## src/rtl/ami_pkg.sv

```systemverilog
`default_nettype none

package ami_pkg;

    // Request codes carried on req_type.
    typedef enum logic [1:0] {
        REQ_STEP  = 2'd0,
        REQ_ADD   = 2'd1,
        REQ_SET   = 2'd2,
        REQ_PLACE = 2'd3
    } req_kind_t;

    // Configuration register indexes.
    localparam logic [2:0] CFG_BOUND_X_MIN = 3'd0;
    localparam logic [2:0] CFG_BOUND_Z_MIN = 3'd1;
    localparam logic [2:0] CFG_BOUND_X_MAX = 3'd2;
    localparam logic [2:0] CFG_BOUND_Z_MAX = 3'd3;
    localparam logic [2:0] CFG_GOAL_X      = 3'd4;
    localparam int         CFG_COUNT       = 7;

    // Axis numbering within a vector.
    localparam logic [1:0] AXIS_X = 2'd0;
    localparam logic [1:0] AXIS_Z = 2'd2;

    // Fixed-point constants (Q16.16, squares in Q32.32).
    localparam logic [63:0] ACC_CAP_SQ = 64'd107374182400;
    localparam logic [63:0] SQRT_BIT0  = 64'h4000_0000_0000_0000;
    localparam int          SQRT_ITERS = 32;
    localparam int          DIV_ITERS  = 19;

    // Micro-operations issued by the controller to the datapath.
    typedef enum logic [4:0] {
        DP_NOP,
        DP_LOAD,
        DP_NEAR_CLR,
        DP_NEAR_MUL,
        DP_ACCUM,
        DP_NEAR_DONE,
        DP_MUL_ACC,
        DP_VEL_UPD,
        DP_MUL_VEL,
        DP_POS_UPD,
        DP_SUM_SAT,
        DP_SQ_MUL,
        DP_ACC_FROM_S,
        DP_SQRT_INIT,
        DP_SQRT_ITER,
        DP_DIV_INIT,
        DP_DIV_ITER,
        DP_DIV_DONE,
        DP_SET_ACC,
        DP_SET_POS,
        DP_PUBLISH
    } dp_op_t;

    typedef struct packed {
        dp_op_t     op;
        logic [1:0] axis;
    } dp_cmd_t;

    typedef struct packed {
        req_kind_t kind;
        logic      near_now;
        logic      cap_now;
        logic      out_busy;
    } dp_stat_t;

    // Controller states.
    typedef enum logic [4:0] {
        ST_IDLE,
        ST_DISPATCH,
        ST_NR_CLR,
        ST_NR_MUL,
        ST_NR_ACC,
        ST_NR_DONE,
        ST_ST_MULA,
        ST_ST_VEL,
        ST_ST_MULV,
        ST_ST_POS,
        ST_AD_MUL,
        ST_AD_ACC,
        ST_AD_CHECK,
        ST_SQ_ITER,
        ST_DV_INIT,
        ST_DV_ITER,
        ST_DV_DONE,
        ST_PUBLISH
    } state_t;

endpackage

`default_nettype wire

```

## src/rtl/ami_ctrl.sv

```systemverilog
`default_nettype none

module ami_ctrl (
    input  wire logic              clk,
    input  wire logic              rst_n,
    input  wire logic              in_valid,
    output logic                   in_ready,
    input  wire ami_pkg::dp_stat_t stat,
    output ami_pkg::dp_cmd_t       cmd
);

    localparam logic [1:0] AXIS_LAST = ami_pkg::AXIS_Z;
    localparam logic [4:0] SQ_LAST   = 5'(ami_pkg::SQRT_ITERS - 1);
    localparam logic [4:0] DV_LAST   = 5'(ami_pkg::DIV_ITERS - 1);

    ami_pkg::state_t state_reg, state_next;
    logic [1:0] axis_reg, axis_next;
    logic [4:0] cnt_reg, cnt_next;
    logic       post_reg, post_next;

    // State register.
    always_ff @(posedge clk or negedge rst_n)
    begin
        if (!rst_n)
        begin
            state_reg <= ami_pkg::ST_IDLE;
            axis_reg  <= 2'd0;
            cnt_reg   <= 5'd0;
            post_reg  <= 1'b0;
        end
        else
        begin
            state_reg <= state_next;
            axis_reg  <= axis_next;
            cnt_reg   <= cnt_next;
            post_reg  <= post_next;
        end
    end

    // Next state and datapath commands.
    always_comb
    begin
        state_next = state_reg;
        axis_next  = axis_reg;
        cnt_next   = cnt_reg;
        post_next  = post_reg;
        cmd.op     = ami_pkg::DP_NOP;
        cmd.axis   = axis_reg;
        in_ready   = 1'b0;
        case (state_reg)
            ami_pkg::ST_IDLE:
            begin
                in_ready = 1'b1;
                if (in_valid)
                begin
                    cmd.op     = ami_pkg::DP_LOAD;
                    post_next  = 1'b0;
                    state_next = ami_pkg::ST_DISPATCH;
                end
            end
            ami_pkg::ST_DISPATCH:
            begin
                case (stat.kind)
                    ami_pkg::REQ_STEP:
                    begin
                        state_next = ami_pkg::ST_NR_CLR;
                    end
                    ami_pkg::REQ_ADD:
                    begin
                        cmd.op     = ami_pkg::DP_SUM_SAT;
                        axis_next  = 2'd0;
                        state_next = ami_pkg::ST_AD_MUL;
                    end
                    ami_pkg::REQ_SET:
                    begin
                        cmd.op     = ami_pkg::DP_SET_ACC;
                        post_next  = 1'b1;
                        state_next = ami_pkg::ST_NR_CLR;
                    end
                    default:
                    begin
                        cmd.op     = ami_pkg::DP_SET_POS;
                        post_next  = 1'b1;
                        state_next = ami_pkg::ST_NR_CLR;
                    end
                endcase
            end
            ami_pkg::ST_NR_CLR:
            begin
                cmd.op     = ami_pkg::DP_NEAR_CLR;
                axis_next  = 2'd0;
                state_next = ami_pkg::ST_NR_MUL;
            end
            ami_pkg::ST_NR_MUL:
            begin
                cmd.op     = ami_pkg::DP_NEAR_MUL;
                state_next = ami_pkg::ST_NR_ACC;
            end
            ami_pkg::ST_NR_ACC:
            begin
                cmd.op = ami_pkg::DP_ACCUM;
                if (axis_reg == AXIS_LAST)
                begin
                    state_next = ami_pkg::ST_NR_DONE;
                end
                else
                begin
                    axis_next  = axis_reg + 2'd1;
                    state_next = ami_pkg::ST_NR_MUL;
                end
            end
            ami_pkg::ST_NR_DONE:
            begin
                cmd.op = ami_pkg::DP_NEAR_DONE;
                // A step from within reach of the goal leaves the state untouched.
                if (post_reg || stat.near_now)
                begin
                    state_next = ami_pkg::ST_PUBLISH;
                end
                else
                begin
                    axis_next  = 2'd0;
                    state_next = ami_pkg::ST_ST_MULA;
                end
            end
            ami_pkg::ST_ST_MULA:
            begin
                cmd.op     = ami_pkg::DP_MUL_ACC;
                state_next = ami_pkg::ST_ST_VEL;
            end
            ami_pkg::ST_ST_VEL:
            begin
                cmd.op     = ami_pkg::DP_VEL_UPD;
                state_next = ami_pkg::ST_ST_MULV;
            end
            ami_pkg::ST_ST_MULV:
            begin
                cmd.op     = ami_pkg::DP_MUL_VEL;
                state_next = ami_pkg::ST_ST_POS;
            end
            ami_pkg::ST_ST_POS:
            begin
                cmd.op = ami_pkg::DP_POS_UPD;
                if (axis_reg == AXIS_LAST)
                begin
                    post_next  = 1'b1;
                    state_next = ami_pkg::ST_NR_CLR;
                end
                else
                begin
                    axis_next  = axis_reg + 2'd1;
                    state_next = ami_pkg::ST_ST_MULA;
                end
            end
            ami_pkg::ST_AD_MUL:
            begin
                cmd.op     = ami_pkg::DP_SQ_MUL;
                state_next = ami_pkg::ST_AD_ACC;
            end
            ami_pkg::ST_AD_ACC:
            begin
                cmd.op = ami_pkg::DP_ACCUM;
                if (axis_reg == AXIS_LAST)
                begin
                    state_next = ami_pkg::ST_AD_CHECK;
                end
                else
                begin
                    axis_next  = axis_reg + 2'd1;
                    state_next = ami_pkg::ST_AD_MUL;
                end
            end
            ami_pkg::ST_AD_CHECK:
            begin
                if (stat.cap_now)
                begin
                    cmd.op     = ami_pkg::DP_SQRT_INIT;
                    cnt_next   = 5'd0;
                    state_next = ami_pkg::ST_SQ_ITER;
                end
                else
                begin
                    cmd.op     = ami_pkg::DP_ACC_FROM_S;
                    post_next  = 1'b1;
                    state_next = ami_pkg::ST_NR_CLR;
                end
            end
            ami_pkg::ST_SQ_ITER:
            begin
                cmd.op = ami_pkg::DP_SQRT_ITER;
                if (cnt_reg == SQ_LAST)
                begin
                    axis_next  = 2'd0;
                    state_next = ami_pkg::ST_DV_INIT;
                end
                else
                begin
                    cnt_next = cnt_reg + 5'd1;
                end
            end
            ami_pkg::ST_DV_INIT:
            begin
                cmd.op     = ami_pkg::DP_DIV_INIT;
                cnt_next   = 5'd0;
                state_next = ami_pkg::ST_DV_ITER;
            end
            ami_pkg::ST_DV_ITER:
            begin
                cmd.op = ami_pkg::DP_DIV_ITER;
                if (cnt_reg == DV_LAST)
                begin
                    state_next = ami_pkg::ST_DV_DONE;
                end
                else
                begin
                    cnt_next = cnt_reg + 5'd1;
                end
            end
            ami_pkg::ST_DV_DONE:
            begin
                cmd.op = ami_pkg::DP_DIV_DONE;
                if (axis_reg == AXIS_LAST)
                begin
                    post_next  = 1'b1;
                    state_next = ami_pkg::ST_NR_CLR;
                end
                else
                begin
                    axis_next  = axis_reg + 2'd1;
                    state_next = ami_pkg::ST_DV_INIT;
                end
            end
            ami_pkg::ST_PUBLISH:
            begin
                if (!stat.out_busy)
                begin
                    cmd.op     = ami_pkg::DP_PUBLISH;
                    state_next = ami_pkg::ST_IDLE;
                end
            end
            default:
            begin
                state_next = ami_pkg::ST_IDLE;
            end
        endcase
    end

    // A result is only moved to the output when the output register is free.
    assert property (@(posedge clk) disable iff (!rst_n)
        (cmd.op == ami_pkg::DP_PUBLISH) |-> !stat.out_busy)
        else $error("result published over an untaken result");

    // The iteration counter never runs past the last iteration of the division loop.
    assert property (@(posedge clk) disable iff (!rst_n)
        (state_reg == ami_pkg::ST_DV_ITER) |-> (cnt_reg <= DV_LAST))
        else $error("division ran past its last iteration");

    // A new transaction is only taken while the sequencer is idle.
    assert property (@(posedge clk) disable iff (!rst_n)
        in_ready |-> (state_reg == ami_pkg::ST_IDLE))
        else $error("input taken outside the idle state");

endmodule

`default_nettype wire

```

## config.mk

```make
export PLATFORM = sky130hd
export DESIGN_NAME = ami_ctrl
export DESIGN_NICKNAME = d
export VERILOG_FILES = /design/src/rtl/ami_pkg.sv /design/src/rtl/ami_ctrl.sv
export SDC_FILE = /design/constraint.sdc
export NUM_CORES = 1
export LEC_CHECK = 0
export BUFFER_PORTS_ARGS = -buffer_cell sky130_fd_sc_hd__buf_4
export CORE_ASPECT_RATIO = 0.75
export CORE_MARGIN = 2
export CORE_UTILIZATION = 52
export DETAILED_ROUTE_END_ITERATION = 10
export PLACE_DENSITY = 0.87
export SYNTH_ARGS = -nofsm -noshare
export SYNTH_HDL_FRONTEND = slang
export SYNTH_SLANG_ARGS = --single-unit
export TNS_END_PERCENT = 10
```

## constraint.sdc

```tcl
create_clock -name clk -period 1.8 [get_ports clk]
set_input_delay 0.36 -clock clk [delete_from_list [all_inputs] [get_ports clk]]
set_output_delay 0.36 -clock clk [all_outputs]
set_load 0.05 [all_outputs]
```

# Word-level counts from Yosys, hierarchy flattened
# Cells that the tools add are included.
[word_totals] in_bits=8 wordCells=87 out_inout_bits=8 latch_bits=0 ramBits=0 memories=0 reg_bits=13 mem_bits_ro=0
[classes] reduce_logical=14 mux=32 n_mul=0 bitwise=0 shift=0 n_div=0 n_lt_le_gt_ge=0 eq_ne=35 add_sub_neg=2
[ops] op="5-bit one-hot mux with 18 select lines" n=1
[ops] op="5-bit one-hot mux with 17 select lines" n=1
[ops] op="5-bit two-way mux" n=9
[ops] op="5-bit by 4-bit == test with 1-bit output (second input constant)" n=8
[ops] op="2-bit inequality test (second input constant)" n=12
[ops] op="5-bit by 3-bit == test with 1-bit output (second input constant)" n=4
[ops] op="5-bit == test (second input constant)" n=4
[ops] op="5-bit one-hot mux with 4 select lines" n=1
[ops] op="5-bit one-hot mux with 3 select lines" n=1
[ops] op="4-bit two-way mux" n=3
[ops] op="5-bit by 2-bit == test with 1-bit output (second input constant)" n=2
[ops] op="2-bit one-hot mux with 5 select lines" n=1
[ops] op="5-bit AND reduction" n=2
[ops] op="3-bit two-way mux" n=3
[ops] op="2-bit two-way mux" n=4
[ops] op="4-bit AND reduction" n=2
[ops] op="4-bit nonzero test" n=2
[ops] op="1-bit two-way mux" n=7
[ops] op="2-bit OR reduction" n=3
[ops] op="5-bit by 1-bit adder with 5-bit output (second input constant)" n=1
[ops] op="5-bit by 1-bit == test with 1-bit output (second input constant)" n=1
[ops] op="5-bit logical NOT" n=1
[ops] op="5-bit nonzero test" n=1
[ops] op="2-bit == test (second input constant)" n=2
[ops] op="7 further kinds" n=7

# Depth between registers and ports, before layout
[depth] depth_word=4 depth_mapped=8

# Worst setup path before layout
# OpenSTA, ideal clock, no wires.
[synth_path] path_kind="register to output" from="register state_reg[1]" to="output cmd[5] (netlist name)" path_stages_with_launch=5 path_slack_ps=-614 n_path_buf=3 arrival_ps=2054 cell_sequence="dfrtp_1 buf_4 buf_2 buf_2 a211oi_1"
[synth_rtl] item="start: declaration" line_no="ami_ctrl.sv:16" rtl="ami_pkg::state_t state_reg, state_next;"
[synth_rtl] item="start signal: assignment" line_no="ami_ctrl.sv:26" rtl="state_reg <= ami_pkg::ST_IDLE;"
[synth_rtl] item="start signal: assignment" line_no="ami_ctrl.sv:33" rtl="state_reg <= state_next;"
[synth_rtl] item="end: declaration" line_no="ami_ctrl.sv:9" rtl="output ami_pkg::dp_cmd_t cmd"

==> results.toml <==
[flow_run]
maxCapViolations = 0

[synthesis]
synthesis.area_um2 = 1320
syn_avg_cell_area_um2 = 7.56
async_flop_share_pct = 100
syn_inst = 174
ys_ff_latch = 13
yosysSeqAreaShare_pct = 24.7
synth_enable_flop_cells = 0
synth_nets = 186
synthFlopType = "dfrtp_1"
synth.distinct_cells = 54
ys_warn_count = 0

[placed_design]
dp_slack_ns = -0.194
place_inst = 240
place_area_um2 = 1670
portBuffers = 15
hpwl_mm = 3.18
gp_congestion = 0.989

[timing]
finalClockSkew_ns = 0.0218
timing.fmax_ghz = 0.475
timing.final.crit_share_pct = 117
fin_ws_ns = -0.304
rsz0062_at_grt = "yes"
finalSetupViolations = 15
hold_viol_final = 0
fin_crit_ns = 2.10
tightest_slew_ns = 0.463
slew-limit-headroom_pct = 68.8
hold_ws_ns = 0.392
drv_slew = 0

[cts]
cts_tree = "built"
cts_buffers = 3
clock_path_buffers = 2
htreeDepth = 1
clock_latency_ns = 0.30
root_buffer = "clkbuf_4"
cts_sinks = 13
clk_pin_slew_ns = 0.11

[floorplan]
start_util_pct = 56.1
die_h_um = 47.6
ios = 16
placementRows = 15
die_x_um = 62.1
dieArea_um2 = 2950
core_region_area_um2 = 2350

[run_status]
status = "finished with violations"
violations = "negative setup slack"

[critical_path]
cp_num_buf_inv = 1
required_ns = 1.44
crit_family = "simple AND/OR/NAND/NOR gates"
crit_path_end_kind = "output port"
cp.arrival_ns = 1.74
path_max_fanout = 4
max_stage_delay_ns = 0.47
cp.depth = 5
ff2ff_path_depth = 6
crit_type = "reg -> out"
crit_chain = "or3b_4 > nor3_4 > a21oi_2 > o22ai_4 > buf_6"
worstSetupStartpointType = "flip-flop"
slowest_stage = "dfrtp_2"

[grt]
grt_max_degree = 20
grt_pass1_vias = 1498
grt_antenna_before_repair = 0
grt_pass1_wl_mm = 7.45
overflow = 0
grt.total_usage_pct = 35.7

[detailed_routing]
vias_per_cell = 7.15
drtPass1Iterations = 6
vias = 1781
final_antenna_net_count = 0
drc = 0
drt_iter0_drc = 338
routed_wl_mm = 5.58
wl_per_cell_um = 22.4

[layout]
final_cells = 249
final_util_pct = 81.9
fillers = 131
finalNetCount = 228
drive_gt1_share_pct = 47.0
area_growth_pct = 46.1
antennaDiodeCount = 0
final_area_um2 = 1920

[min_path]
hold_path_class = "in -> reg"
min_path_cells = 3

[pwr]
p_per_area_nw_per_um2 = 1880
ir_drop_mv = 1.10
p_leak_nw = 0.767
## metal layers
layer | wire, µm | track usage [%]
met1 | 1980 | 48.5
met2 | 2310 | 54.4
met3 | 876 | 11.1
met4 | 418 | 12.3
met5 | 0 | 0
## cell type report
type                       count  area (µm²)  area share (%)
clock inverter                 1        5.00           0.261
multi-input combinational    143        1070            55.5
timing repair buffer          49         428            22.3
clock buffer                   3        22.5            1.17
sequential                    13         334            17.4
tap                           34        42.5            2.21
inverter                       6        22.5            1.17
## cells by family after synthesis
group           Yosys count  share of synthesized area (%)
simple gates             81                           34.3
xor+xnor                  1                          0.666
buf+inv                  18                           7.42
fa+ha+maj                 4                           3.81
flops                    13                           24.7
compound gates           57                           29.1
## power by group
group	internal, mW	switching, mW	leakage [nW]	total (mW)
Combinational	1.18	1.68	0.591	2.85
Sequential	0.391	0.165	0.158	0.556
Clock	0.0827	0.114	0.0177	0.197
Total	1.65	1.96	0.767	3.61
## cells in the mapped netlist (2+ instances only)
master	number	area [µm²]
nor4_1	3	18.8
dfrtp_1	13	325
ha_1	4	50.1
o21ai_1	4	20.0
nor2b_1	5	31.3
o22ai_1	5	31.3
nand2_1	17	63.8
or2b_1	2	15.0
a22oi_1	3	22.5
and3_1	2	12.5
nor2_1	16	60.1
or2_1	3	18.8
o21ai_0	12	60.1
or3_1	3	18.8
o211ai_1	3	22.5
buf_2	6	30.0
nand2b_1	3	18.8
nor3_1	8	40.0
a21oi_1	12	60.1
nand4_1	3	18.8
o21bai_1	2	15.0
inv_1	5	18.8
and2b_1	2	15.0
nor3b_1	2	15.0
nand3_1	4	20.0
buf_4	4	30.0
## layout by cell type, fill, tap and decap left out, drive strengths merged, types with 2 or more instances in the layout
cell type  count
nor2b          5
nor3b          2
nor2          16
nor3           9
nand2b         3
ha             4
dfrtp         13
inv            6
o21ai         17
nand3b         2
or3            4
nand2         17
a22oi          3
or2b           2
a21oi         12
o22ai          5
and2b          2
or2            3
o21bai         3
buf           48
clkbuf         3
nand3          4
o211ai         3
nor4           4
nand4          3
and3           2
## final timing paths
kind                                           from                       end  slack, ns
hold / removal                             in_valid      post_reg$_DFFE_PN0P_       0.39
min in group asynchronous                     rst_n    cnt_reg[4]$_DFFE_PN0P_       0.42
max in group asynchronous                     rst_n  state_reg[3]$_DFFE_PN0P_       1.18
setup / recovery           state_reg[2]$_DFFE_PN0P_                    cmd[4]      -0.30
hold reg to reg                post_reg$_DFFE_PN0P_      post_reg$_DFFE_PN0P_       0.51
setup reg to reg           state_reg[2]$_DFFE_PN0P_  state_reg[3]$_DFFE_PN0P_      -0.17
## worst register-to-register path, stage by stage (launching register included)
cell      delay [ns]
dfrtp_2         0.47
or3b_4          0.44
buf_4           0.17
nor3_1          0.35
o21bai_1        0.15
o311a_1         0.17
o21ai_1         0.14
## repair_timing
item | 4_1_cts | 5_1_grt
hold endpoints to repair | 13 | 0
gates cloned | 0 | 0
pin swaps | 0 | 9
hold buffers | 1 | 0
gates resized for setup | 27 | 25
setup endpoints to repair | 17 | 18
setup buffers | 4 | 0
## through the flow
step / power [mW] / setup TNS [ns]
2_1_floorplan: 2.08 / -0.730
3_3_place_gp: 2.71 / -0.0775
3_5_place_dp: 2.81 / -1.22
4_1_cts: 3.24 / -1.93
5_1_grt: 3.74 / -2.86
6_report: 3.61 / -2.17
(Power assumes the default switching activity.)
